==> src/rtl/core/nfud_pkg.sv <==
// ----------------------------------------------------------------------------
// nfud_pkg: nearest free unit dispatch shared definitions
// Payload structs, opcodes, status codes, control types and the state enum.
// ----------------------------------------------------------------------------
package nfud_pkg;

  localparam int DIST_BITS = 33;
  localparam logic [DIST_BITS-1:0] DIST_MAX = '1;
  localparam logic [DIST_BITS-1:0] MAX_PICKUP_RESET = 33'd100;

  localparam logic [2:0] OP_ADD_REQ   = 3'd0;
  localparam logic [2:0] OP_ADD_UNIT  = 3'd1;
  localparam logic [2:0] OP_MOVE_UNIT = 3'd2;
  localparam logic [2:0] OP_SET_FREE  = 3'd3;
  localparam logic [2:0] OP_DISPATCH  = 3'd4;
  localparam logic [2:0] OP_END_JOB   = 3'd5;

  localparam logic [2:0] STS_OK        = 3'd0;
  localparam logic [2:0] STS_EXISTS    = 3'd1;
  localparam logic [2:0] STS_NO_UNIT   = 3'd2;
  localparam logic [2:0] STS_NO_REQ    = 3'd3;
  localparam logic [2:0] STS_NONE_NEAR = 3'd4;

  typedef struct packed {
    logic [2:0]         opcode;
    logic [3:0]         requester_slot;
    logic [3:0]         unit_slot;
    logic signed [15:0] pos_x;
    logic signed [15:0] pos_y;
    logic               free_flag;
  } in_item_t;

  typedef struct packed {
    logic [2:0]           status;
    logic [3:0]           chosen_unit;
    logic [DIST_BITS-1:0] chosen_dist_sq;
  } out_item_t;

  typedef struct packed {
    logic shift;
    logic set_valid;
    logic set_pos;
    logic set_free;
    logic free_val;
  } cell_cmd_t;

  typedef enum logic [2:0] {
    S_IDLE,
    S_SCAN,
    S_DRAIN,
    S_PICK,
    S_FINISH
  } state_t;

endpackage

==> src/rtl/core/nfud_cell.sv <==
// ----------------------------------------------------------------------------
// nfud_cell: one unit slot of the rotating slot ring
// Holds valid, free and position; takes its neighbor's entry on a shift.
// ----------------------------------------------------------------------------
module nfud_cell import nfud_pkg::*; #(
  parameter int COORD_BITS = 16
) (
  input  logic                  clk,
  input  logic                  rst,
  input  cell_cmd_t             cmd,
  input  logic                  sel,
  input  logic [COORD_BITS-1:0] wx,
  input  logic [COORD_BITS-1:0] wy,
  input  logic                  nb_valid,
  input  logic                  nb_free,
  input  logic [COORD_BITS-1:0] nb_x,
  input  logic [COORD_BITS-1:0] nb_y,
  output logic                  valid,
  output logic                  free,
  output logic [COORD_BITS-1:0] x,
  output logic [COORD_BITS-1:0] y
);

  always_ff @(posedge clk) begin
    if (rst) begin
      valid <= 1'b0;
      free  <= 1'b0;
    end else if (cmd.shift) begin
      valid <= nb_valid;
      free  <= nb_free;
    end else if (sel) begin
      if (cmd.set_valid) begin
        valid <= 1'b1;
      end
      if (cmd.set_free) begin
        free <= cmd.free_val;
      end
    end
  end

  always_ff @(posedge clk) begin
    if (cmd.shift) begin
      x <= nb_x;
      y <= nb_y;
    end else if (sel && cmd.set_pos) begin
      x <= wx;
      y <= wy;
    end
  end

endmodule

==> src/rtl/core/nfud_dist.sv <==
// ----------------------------------------------------------------------------
// nfud_dist: shared squared distance and best candidate unit
// Three stages: absolute difference, square, sum with range and best compare.
// ----------------------------------------------------------------------------
module nfud_dist import nfud_pkg::*; #(
  parameter int COORD_BITS = 16,
  parameter int SLOT_BITS  = 4
) (
  input  logic                  clk,
  input  logic                  rst,
  input  logic                  start,
  input  logic                  feed,
  input  logic                  elig,
  input  logic [SLOT_BITS-1:0]  slot,
  input  logic [COORD_BITS-1:0] ux,
  input  logic [COORD_BITS-1:0] uy,
  input  logic [COORD_BITS-1:0] px,
  input  logic [COORD_BITS-1:0] py,
  input  logic [DIST_BITS-1:0]  max_sq,
  output logic                  busy,
  output logic                  found,
  output logic [SLOT_BITS-1:0]  best_slot,
  output logic [DIST_BITS-1:0]  best_dist
);

  localparam int SQ_BITS  = 2 * COORD_BITS;
  localparam int SUM_BITS = SQ_BITS + 1;
  localparam int CMP_BITS = (SUM_BITS > DIST_BITS) ? SUM_BITS : DIST_BITS;

  logic [COORD_BITS:0]   dx, dy, ndx, ndy;
  logic [COORD_BITS-1:0] mx, my;
  logic                  a_v, a_elig;
  logic [SLOT_BITS-1:0]  a_slot;
  logic [COORD_BITS-1:0] a_mx, a_my;
  logic                  b_v, b_elig;
  logic [SLOT_BITS-1:0]  b_slot;
  logic [SQ_BITS-1:0]    b_sx, b_sy;
  logic [SUM_BITS-1:0]   sum, best;
  logic [CMP_BITS-1:0]   sum_w, best_w;
  logic                  take;

  assign dx  = {ux[COORD_BITS-1], ux} - {px[COORD_BITS-1], px};
  assign dy  = {uy[COORD_BITS-1], uy} - {py[COORD_BITS-1], py};
  assign ndx = '0 - dx;
  assign ndy = '0 - dy;
  assign mx  = dx[COORD_BITS] ? ndx[COORD_BITS-1:0] : dx[COORD_BITS-1:0];
  assign my  = dy[COORD_BITS] ? ndy[COORD_BITS-1:0] : dy[COORD_BITS-1:0];

  assign sum   = SUM_BITS'(b_sx) + SUM_BITS'(b_sy);
  assign sum_w = CMP_BITS'(sum);
  assign take  = b_v && b_elig && (sum_w <= CMP_BITS'(max_sq)) && (!found || sum < best);

  assign busy   = a_v || b_v;
  assign best_w = CMP_BITS'(best);
  assign best_dist = (best_w > CMP_BITS'(DIST_MAX)) ? DIST_MAX : best_w[DIST_BITS-1:0];

  always_ff @(posedge clk) begin
    if (rst) begin
      a_v   <= 1'b0;
      b_v   <= 1'b0;
      found <= 1'b0;
    end else begin
      a_v <= feed;
      b_v <= a_v;
      if (start) begin
        found <= 1'b0;
      end else if (take) begin
        found <= 1'b1;
      end
    end
  end

  always_ff @(posedge clk) begin
    a_elig <= elig;
    a_slot <= slot;
    a_mx   <= mx;
    a_my   <= my;
    b_elig <= a_elig;
    b_slot <= a_slot;
    b_sx   <= SQ_BITS'(a_mx) * SQ_BITS'(a_mx);
    b_sy   <= SQ_BITS'(a_my) * SQ_BITS'(a_my);
    if (take) begin
      best      <= sum;
      best_slot <= b_slot;
    end
  end

endmodule

==> src/rtl/core/nearest_free_unit_dispatch_top.sv <==
// ----------------------------------------------------------------------------
// nearest_free_unit_dispatch_top: unit and requester table with dispatch
// Ring of unit cells rotating past one shared distance unit for dispatch.
// ----------------------------------------------------------------------------
// Usage:
//   in channel  (in_valid, in_stall, in_data): one operation per transaction.
//   out channel (out_valid, out_stall, out_data): one result per operation.
//   cfg channel (cfg_valid, cfg_ready, cfg_data): writes max_pickup_sq; write
//   it only while no operation is outstanding. cfg_ready is always high.
// Operation flow:
//   Table operations pass from S_IDLE to S_FINISH; in_stall holds off the
//   next operation until the result has moved into the output register.
//   Dispatch rotates the UNIT_SLOTS cells once past the distance unit, one
//   slot per cycle, then drains its 3-stage pipe and picks the nearest unit;
//   the rotation of the ring past the shared distance unit sets its duration.
// Reset: all units and requesters invalid, max_pickup_sq = 100.
// Stall: a result waits in the output register; the next operation is still
//   taken and its result waits internally until the output frees.
// ----------------------------------------------------------------------------
module nearest_free_unit_dispatch_top import nfud_pkg::*; #(
  parameter int UNIT_SLOTS      = 16,
  parameter int REQUESTER_SLOTS = 16,
  parameter int COORD_BITS      = 16
) (
  input  logic                 clk,
  input  logic                 rst,
  input  logic                 in_valid,
  output logic                 in_stall,
  input  in_item_t             in_data,
  output logic                 out_valid,
  input  logic                 out_stall,
  output out_item_t            out_data,
  input  logic                 cfg_valid,
  output logic                 cfg_ready,
  input  logic [DIST_BITS-1:0] cfg_data
);

  localparam int SW = (UNIT_SLOTS > 1) ? $clog2(UNIT_SLOTS) : 1;
  localparam int RW = (REQUESTER_SLOTS > 1) ? $clog2(REQUESTER_SLOTS) : 1;

  state_t state, state_next;

  logic [DIST_BITS-1:0]       max_pickup_sq;
  logic [REQUESTER_SLOTS-1:0] req_valid;
  logic [SW-1:0]              cnt;
  logic [COORD_BITS-1:0]      pick_x, pick_y;
  logic [2:0]                 res_status, res_status_next;
  logic [3:0]                 res_unit, res_unit_next;
  logic [DIST_BITS-1:0]       res_dist, res_dist_next;
  logic                       res_load;
  logic                       req_set;
  logic                       accept, out_free, cnt_last;

  logic [31:0]           in_px_w, in_py_w;
  logic [COORD_BITS-1:0] in_px, in_py;
  logic [SW-1:0]         uidx, sel_idx;
  logic [RW-1:0]         ridx;
  logic                  unit_ok, req_ok, unit_hit, req_hit;

  cell_cmd_t             cmd;
  logic [UNIT_SLOTS-1:0] unit_valid, unit_free, cell_sel;
  logic [COORD_BITS-1:0] cell_x [UNIT_SLOTS];
  logic [COORD_BITS-1:0] cell_y [UNIT_SLOTS];

  logic                 dist_busy, dist_found, dist_start;
  logic [SW-1:0]        best_slot;
  logic [DIST_BITS-1:0] best_dist;

  assign cfg_ready = 1'b1;
  assign in_stall  = (state != S_IDLE);
  assign accept    = in_valid && !in_stall;
  assign out_free  = !out_valid || !out_stall;
  assign cnt_last  = (cnt == SW'(UNIT_SLOTS - 1));

  assign in_px_w = {16'b0, in_data.pos_x};
  assign in_py_w = {16'b0, in_data.pos_y};
  assign in_px   = in_px_w[COORD_BITS-1:0];
  assign in_py   = in_py_w[COORD_BITS-1:0];

  assign uidx     = SW'(in_data.unit_slot);
  assign ridx     = RW'(in_data.requester_slot);
  assign unit_ok  = int'(in_data.unit_slot) < UNIT_SLOTS;
  assign req_ok   = int'(in_data.requester_slot) < REQUESTER_SLOTS;
  assign unit_hit = unit_ok && unit_valid[uidx];
  assign req_hit  = req_ok && req_valid[ridx];

  assign sel_idx    = (state == S_PICK) ? best_slot : uidx;
  assign dist_start = accept && (in_data.opcode == OP_DISPATCH);

  for (genvar i = 0; i < UNIT_SLOTS; i++) begin : g_cell
    localparam int NB = (i + 1) % UNIT_SLOTS;
    assign cell_sel[i] = (sel_idx == SW'(i));
    nfud_cell #(.COORD_BITS(COORD_BITS)) u_cell (
      .clk      (clk),
      .rst      (rst),
      .cmd      (cmd),
      .sel      (cell_sel[i]),
      .wx       (in_px),
      .wy       (in_py),
      .nb_valid (unit_valid[NB]),
      .nb_free  (unit_free[NB]),
      .nb_x     (cell_x[NB]),
      .nb_y     (cell_y[NB]),
      .valid    (unit_valid[i]),
      .free     (unit_free[i]),
      .x        (cell_x[i]),
      .y        (cell_y[i])
    );
  end

  nfud_dist #(.COORD_BITS(COORD_BITS), .SLOT_BITS(SW)) u_dist (
    .clk       (clk),
    .rst       (rst),
    .start     (dist_start),
    .feed      (state == S_SCAN),
    .elig      (unit_valid[0] && unit_free[0]),
    .slot      (cnt),
    .ux        (cell_x[0]),
    .uy        (cell_y[0]),
    .px        (pick_x),
    .py        (pick_y),
    .max_sq    (max_pickup_sq),
    .busy      (dist_busy),
    .found     (dist_found),
    .best_slot (best_slot),
    .best_dist (best_dist)
  );

  always_comb begin
    state_next = state;
    case (state)
      S_IDLE: begin
        if (accept) begin
          state_next = (in_data.opcode == OP_DISPATCH && req_hit) ? S_SCAN : S_FINISH;
        end
      end
      S_SCAN: begin
        if (cnt_last) begin
          state_next = S_DRAIN;
        end
      end
      S_DRAIN: begin
        if (!dist_busy) begin
          state_next = S_PICK;
        end
      end
      S_PICK: state_next = S_FINISH;
      S_FINISH: begin
        if (out_free) begin
          state_next = S_IDLE;
        end
      end
      default: state_next = S_IDLE;
    endcase
  end

  always_comb begin
    cmd             = '0;
    req_set         = 1'b0;
    res_load        = 1'b0;
    res_status_next = STS_OK;
    res_unit_next   = '0;
    res_dist_next   = '0;
    case (state)
      S_IDLE: begin
        if (accept) begin
          res_load = 1'b1;
          case (in_data.opcode)
            OP_ADD_REQ: begin
              if (!req_ok) begin
                res_status_next = STS_NO_REQ;
              end else if (req_hit) begin
                res_status_next = STS_EXISTS;
              end else begin
                req_set = 1'b1;
              end
            end
            OP_ADD_UNIT: begin
              if (!unit_ok) begin
                res_status_next = STS_NO_UNIT;
              end else if (unit_hit) begin
                res_status_next = STS_EXISTS;
              end else begin
                cmd.set_valid = 1'b1;
                cmd.set_free  = 1'b1;
                cmd.free_val  = 1'b1;
                cmd.set_pos   = 1'b1;
              end
            end
            OP_MOVE_UNIT: begin
              if (!unit_hit) begin
                res_status_next = STS_NO_UNIT;
              end else begin
                cmd.set_pos = 1'b1;
              end
            end
            OP_SET_FREE: begin
              if (!unit_hit) begin
                res_status_next = STS_NO_UNIT;
              end else begin
                cmd.set_free = 1'b1;
                cmd.free_val = in_data.free_flag;
              end
            end
            OP_END_JOB: begin
              if (!unit_hit) begin
                res_status_next = STS_NO_UNIT;
              end else begin
                cmd.set_free = 1'b1;
                cmd.free_val = 1'b1;
              end
            end
            OP_DISPATCH: begin
              res_load        = !req_hit;
              res_status_next = STS_NO_REQ;
            end
            default: res_status_next = STS_OK;
          endcase
        end
      end
      S_SCAN: cmd.shift = 1'b1;
      S_PICK: begin
        res_load = 1'b1;
        if (dist_found) begin
          cmd.set_free  = 1'b1;
          cmd.free_val  = 1'b0;
          res_unit_next = 4'(best_slot);
          res_dist_next = best_dist;
        end else begin
          res_status_next = STS_NONE_NEAR;
        end
      end
      default: cmd = '0;
    endcase
  end

  always_ff @(posedge clk) begin
    if (rst) begin
      state         <= S_IDLE;
      max_pickup_sq <= MAX_PICKUP_RESET;
      req_valid     <= '0;
      out_valid     <= 1'b0;
    end else begin
      state <= state_next;
      if (cfg_valid && cfg_ready) begin
        max_pickup_sq <= cfg_data;
      end
      if (req_set) begin
        req_valid[ridx] <= 1'b1;
      end
      if (state == S_FINISH && out_free) begin
        out_valid <= 1'b1;
      end else if (!out_stall) begin
        out_valid <= 1'b0;
      end
    end
  end

  always_ff @(posedge clk) begin
    if (accept) begin
      cnt    <= '0;
      pick_x <= in_px;
      pick_y <= in_py;
    end else if (state == S_SCAN) begin
      cnt <= cnt + 1'b1;
    end
    if (res_load) begin
      res_status <= res_status_next;
      res_unit   <= res_unit_next;
      res_dist   <= res_dist_next;
    end
    if (state == S_FINISH && out_free) begin
      out_data <= '{status: res_status, chosen_unit: res_unit, chosen_dist_sq: res_dist};
    end
  end

`ifndef SYNTHESIS
  a_pick_after_drain: assert property (@(posedge clk) disable iff (rst)
    state == S_PICK |-> !dist_busy)
    else $error("pick taken while distance pipe still busy");

  a_best_in_range: assert property (@(posedge clk) disable iff (rst)
    state == S_PICK && dist_found |-> best_dist <= max_pickup_sq)
    else $error("picked unit beyond pickup limit");

  a_pick_marks_busy: assert property (@(posedge clk) disable iff (rst)
    state == S_PICK && dist_found |=> !unit_free[$past(best_slot)])
    else $error("picked unit still marked free");

  a_scan_ring_home: assert property (@(posedge clk) disable iff (rst)
    state == S_SCAN && cnt_last |=> state == S_DRAIN && cnt == '0)
    else $error("ring not back in place after full rotation");
`endif

endmodule
==> config.mk <==
export PLATFORM = sky130hd
export DESIGN_NAME = nearest_free_unit_dispatch_top
export DESIGN_NICKNAME = d
export VERILOG_FILES = /design/src/rtl/core/nfud_pkg.sv /design/src/rtl/core/nfud_cell.sv /design/src/rtl/core/nfud_dist.sv /design/src/rtl/core/nearest_free_unit_dispatch_top.sv
export SDC_FILE = /design/constraint.sdc
export NUM_CORES = 2
export LEC_CHECK = 0
export BUFFER_PORTS_ARGS = -buffer_cell sky130_fd_sc_hd__buf_2
export CELL_PAD_IN_SITES_DETAIL_PLACEMENT = 0
export CELL_PAD_IN_SITES_GLOBAL_PLACEMENT = 1
export CORE_MARGIN = 1.5
export CORE_UTILIZATION = 56
export CTS_CLUSTER_DIAMETER = 30
export DETAILED_ROUTE_END_ITERATION = 7
export HOLD_SLACK_MARGIN = 0.15
export PLACE_DENSITY_LB_ADDON = 0.1
export SLEW_MARGIN = 20
export SYNTH_ARGS = -nofsm -noshare
export SYNTH_HDL_FRONTEND = slang
export SYNTH_SLANG_ARGS = --single-unit
==> constraint.sdc <==
create_clock -name clk -period 11.8 [get_ports clk]
set_input_delay 2.95 -clock clk [delete_from_list [all_inputs] [get_ports clk]]
set_output_delay 2.95 -clock clk [all_outputs]
set_load 0.05 [all_outputs]
## Word level (Yosys, flattened, before mapping)

Cells that the tools add are included.

- Bits in registers: 859
- Latch bits: 0
- RAM bits: 0
- ROM bits: 0
- Bits of input ports: 82
- Output and inout port bits: 43
- Logic and storage cells: 416
- Memories: 0

- Add/subtract/negate cells: 6
- Multiply operators: 2
- Div/mod/pow operators: 0
- Order comparisons: 6
- Equal/unequal tests: 30
- Shift operators: 0
- Multiplexer cells: 174
- Bitwise gates (word level): 1
- Reduce and logical (&&, ||, !) cells: 107

Operators by type and width:

| operator | number |
|---|---|
| $mux W16 | 66 |
| $mux W1 | 82 |
| $reduce_bool A2 Y1 | 34 |
| $reduce_and A2 Y1 | 33 |
| $mul A16 B16 Y32 | 2 |
| $eq A4 B4 Y1 const B | 9 |
| $sub A16 B16 Y17 | 2 |
| $add A32 B32 Y33 | 1 |
| $gt A33 B33 Y1 const B | 1 |
| $le A33 B33 Y1 | 1 |
| $lt A33 B33 Y1 | 1 |
| $mux W33 | 1 |
| $sub A1 B16 Y16 const A | 2 |
| $logic_and A1 B1 Y1 | 25 |
| $mux W3 | 7 |
| $eq A4 B3 Y1 const B | 4 |
| $or A16 B16 Y16 | 1 |
| $pmux W3 S5 | 1 |
| $eq A3 B2 Y1 const B | 4 |
| $mux W4 | 3 |
| $pmux W3 S4 | 1 |
| $lt A4 B5 Y1 const B | 2 |
| $mux W2 | 5 |
| $eq A3 B3 Y1 const B | 3 |
| other kinds (21) | 35 |

## Longest topological paths before layout

- Depth in word-level cells: 9
- Mapped depth: 26
- Mapped depth without buffers: 24

## By module

Synthesis repeated with hierarchy kept, for this count alone.

- Cell total of the unflattened synthesis: 4228
- Area, all modules: 54841.3 µm²

By module, submodules not included:

| module | times used | cells an instance | area an instance (µm²) |
|---|---|---|---|
| nfud_cell | 16 | 78 | 1604.0 |
| nfud_dist | 1 | 2520 | 22820.6 |
| nearest_free_unit_dispatch_top | 1 | 460 | 6356.1 |

## Worst setup path before layout

OpenSTA, ideal clock, no wires.

- Kind: input-to-reg
- Start point: input in_data[37] in the netlist's numbering
- End point: register res_dist[0] (enable)
- Library setup time: 0.495 ns
- Data arrival time: 7.206 ns
- Data required time: 11.305 ns
- Setup slack: 4.099 ns
- Stages on the path: 5
- Buffers on the path: 1
- Cell sequence: buf_2 > mux4_2 > mux4_2 > and3b_1 > o21ai_0

- Word-level cells in the longest chain between the ends: 6

RTL lines:

| what | RTL line | source |
|---|---|---|
| start: declaration | nearest_free_unit_dispatch_top.sv:29 | `input in_item_t in_data,` |
| $bmux W1 S4 | nearest_free_unit_dispatch_top.sv:85 | `assign req_hit = req_ok && req_valid[ridx];` |
| $mux W1 (not written as such) | nearest_free_unit_dispatch_top.sv:85 |  |
| $logic_not A1 Y1 | nearest_free_unit_dispatch_top.sv:214 | `res_load = !req_hit;` |
| $mux W1 | nearest_free_unit_dispatch_top.sv:168 | `case (in_data.opcode)` |
| $mux W1 | nearest_free_unit_dispatch_top.sv:166 | `if (accept) begin` |
| $pmux W1 S2 | nearest_free_unit_dispatch_top.sv:164 | `case (state)` |
| named net res_load | nearest_free_unit_dispatch_top.sv:50 | `logic res_load;` |
| end signal: assignment | nearest_free_unit_dispatch_top.sv:270 | `res_dist <= res_dist_next;` |
| end: declaration | nearest_free_unit_dispatch_top.sv:49 | `logic [DIST_BITS-1:0] res_dist, res_dist_next;` |

The timed path passes the listed nets, and every way through them passes these cells. The select of a mux whose other input is x is not followed.
A chain may end at the register's enable or synchronous reset.

## Worst setup path in the final report

- Start point: register u_dist.a_mx[3]
- End point: register u_dist.b_sx[24]

- Word-level cells in the longest chain between the ends: 1

RTL lines:

| what | RTL line | source |
|---|---|---|
| start: declaration | nfud_dist.sv:34 | `logic [COORD_BITS-1:0] a_mx, a_my;` |
| start signal: assignment | nfud_dist.sv:76 | `a_mx <= mx;` |
| $mul A16 B16 Y32 | nfud_dist.sv:80 | `b_sx <= SQ_BITS'(a_mx) * SQ_BITS'(a_mx);` |
| end signal: assignment | nfud_dist.sv:80 |  |
| end: declaration | nfud_dist.sv:37 | `logic [SQ_BITS-1:0] b_sx, b_sy;` |

No other way between the ends.

==> metrics.txt <==
status finished clean; vias between 30000 and 40000; crit path max fanout 14; DRC viols 0; WP buf/inv 5; Avg Cell Area, Syn 11.6 um2; share of cells above drive strength 1 0.111; total CTS buffers about 180; Worst EP required around 12000 ps; DR pass1 iterations 5; register bit total from synthesis between 800 and 900; Worst-Margin Slew around 1200 ps; Fin Clk Skew ~60 ps; period utilization 0.569; crit end category flop; Post-synth EDFFs about 660; I/O pin count ~130; Mapped Cells around 4400; die area 92000 um2; Worst-Skew Late Latency approximately 790 ps; Min-Delay Path Class reg -> reg; endpoints failing setup 0; Initial Utilization 0.568; clock sinks approximately 860; GP Congestion between 0.8 and 0.9; WL met1 50100 um; Peak Freq ~150 MHz; CP endpoint u_dist.b_sx[24]; max incr delay on CP around 700 ps; clock slew at reported path FFs 50 ps; largest net degree at the start of global routing ~250; die extent in y slightly above 300 um; max-cap violations 0; CP startpoint u_dist.a_mx[3]; GRT Residual Overflow 0; CP Depth 20; fin nets 5229; RSZ-0062 raised after global routing no; critical path class reg -> reg; Ys Warns 0; worst path cell trace inv_1, nor2_1, inv_1, fa_1, fa_1, inv_1, fa_1, fa_1, fa_1, inv_1, fa_1, inv_1, ha_1, or3_1, a211oi_1, o21ai_0, a21boi_0, nor3b_1, a2111oi_0, o21ai_0; uppermost layer routed met4; initial antenna violation count 3; Setup TNS 0 ps; H-tree Lvls 4; CP Launch Type flop; width of the die between 300 and 400 um; Hold Violations, Final 0; prevailing post-synth register cell edfxtp_1; vias in the first global route roughly 33000; FF-to-FF End u_dist.b_sx[24]; Resize count post-CTS 0; max-slew violation count 0; Final ANT Viol Nets 0; top-count cell post-synth edfxtp_1; Yosys top cell by area edfxtp_1; Area growth syn-to-layout 15.5%; Rows about 110; worst reg-to-reg setup slack ~5100 ps; post-synth cell types 87; share of the synthesized area in the top cell type 0.393; fraction of registers with async set/reset 0; synth cell count leaders 661 x edfxtp_1, 655 x inv_1, 580 x a21o_1, 332 x ha_1, 328 x fa_1; Mapped Nets roughly 5100; Root Buffer clkbuf_16; Worst path slowest cell dfxtp_1; mapped cell area 50500 um2; Seq/Total Area, Yosys 0.471; Placeable Area slightly below 90000 um2; routed wire length ~110000 um; IO Port Bufs between 100 and 150; CP arrival 7350 ps; Final Util 0.656; post-CTS setup buffers 0; drt wl/cell 19.5 um; cts hold-fix bufs 0; first-pass GRT wire length between 150000 and 200000 um; Tmin final around 6700 ps; R2R cell count 20; crit-path leading delay family adder cells; worst reg2reg path startpoint u_dist.a_mx[3]; vias per cell 5.50; metal2 WL around 56000 um; drt first-iter violations 2194; CTS tree done; met3 routed wirelength between 4000 and 5000 um; Slew HR 0.221; dpl hpwl 76700 um; GRT Overall Usage 0.254; most used cell, CP fa_1; Max clock buf depth 3; Synth area leaders edfxtp_1 39%, fa_1 13%, a21o_1 8.6%, ha_1 8.2%, dfxtp_1 7.8%
[placed cells by master, fill, tap and decap left out, types with 99 or more instances in the layout]
| master | n |
|---|---|
| inv_1 | 654 |
| dfxtp_1 | 196 |
| edfxtp_1 | 661 |
| a21o_1 | 580 |
| nor2_1 | 181 |
| xnor2_1 | 99 |
| clkbuf_16 | 176 |
| nand2_1 | 221 |
| and2_1 | 108 |
| a21oi_1 | 165 |
| buf_2 | 123 |
| fa_1 | 328 |
| ha_1 | 332 |
[how the worst min path moves through the flow]
stage                          start          endpoint  slack, ps  cells past startpoint
global route        u_dist.a_slot[0]  u_dist.b_slot[0]        320                      0
finish              u_dist.a_slot[0]  u_dist.b_slot[0]        310                      0
detailed placement  u_dist.a_slot[0]  u_dist.b_slot[0]        310                      0
CTS                 u_dist.a_slot[0]  u_dist.b_slot[0]        320                      0
floorplan              u_dist.a_elig     u_dist.b_elig        310                      0
global placement    u_dist.a_slot[2]  u_dist.b_slot[2]        310                      0
[state kept, by name (all words and copies together), names as in the netlist, 31 cells and up]
register,flops
res_dist,33
u_dist.b_sy,31
max_pickup_sq,33
u_dist.b_sx,31
g_cell.u_cell.y,256
out_data,40
u_dist.best,33
g_cell.u_cell.x,256
[kinds of logic after synthesis]
group	after synthesis	synth area share
AO/OA/AOI/OAI	1001	0.138
XOR/XNOR	151	0.0262
adder cells (fa/ha/maj)	660	0.212
buffers and inverters	866	0.0649
flip-flops	857	0.471
multiplexers	48	0.0121
other	1	0.0000742
AND/OR/NAND/NOR	787	0.0756
[layer usage]
| metal | vias up | GRT usage |
|---|---|---|
| met2 | 599 | 0.424 |
| met1 | 16000 | 0.344 |
| met3 | 151 | 0.0420 |
| met4 | 0 | 0.0756 |
| li1 | 15200 | - |
| met5 | - | 0 |
[through the flow]
stage | hold slack, ps | instance area (um2) | setup WS (ps) | cells
global route | 321 | 58300 | 4740 | 5803
global placement | 311 | 52200 | 5290 | 5475
finish | 314 | 58300 | 5080 | 5803
floorplan | 310 | 50500 | 4100 | 4371
CTS | 315 | 58300 | 5110 | 5802
detailed placement | 312 | 52200 | 5130 | 5475
[layout make-up]
cell class / instances / area, um2
antenna: 1 / 2.50
sequential: 857 / 23800
tap: 1165 / 1460
clock inverter: 128 / 1610
fill: 6990 / 30600
multi-input combinational: 2648 / 23600
clock buffer: 199 / 4540
timing repair buffer: 150 / 843
inverter: 655 / 2460
Power is left out: the tool's default activity adds up to more than one toggle a clock period on the data nets, which glitch-free logic cannot reach.
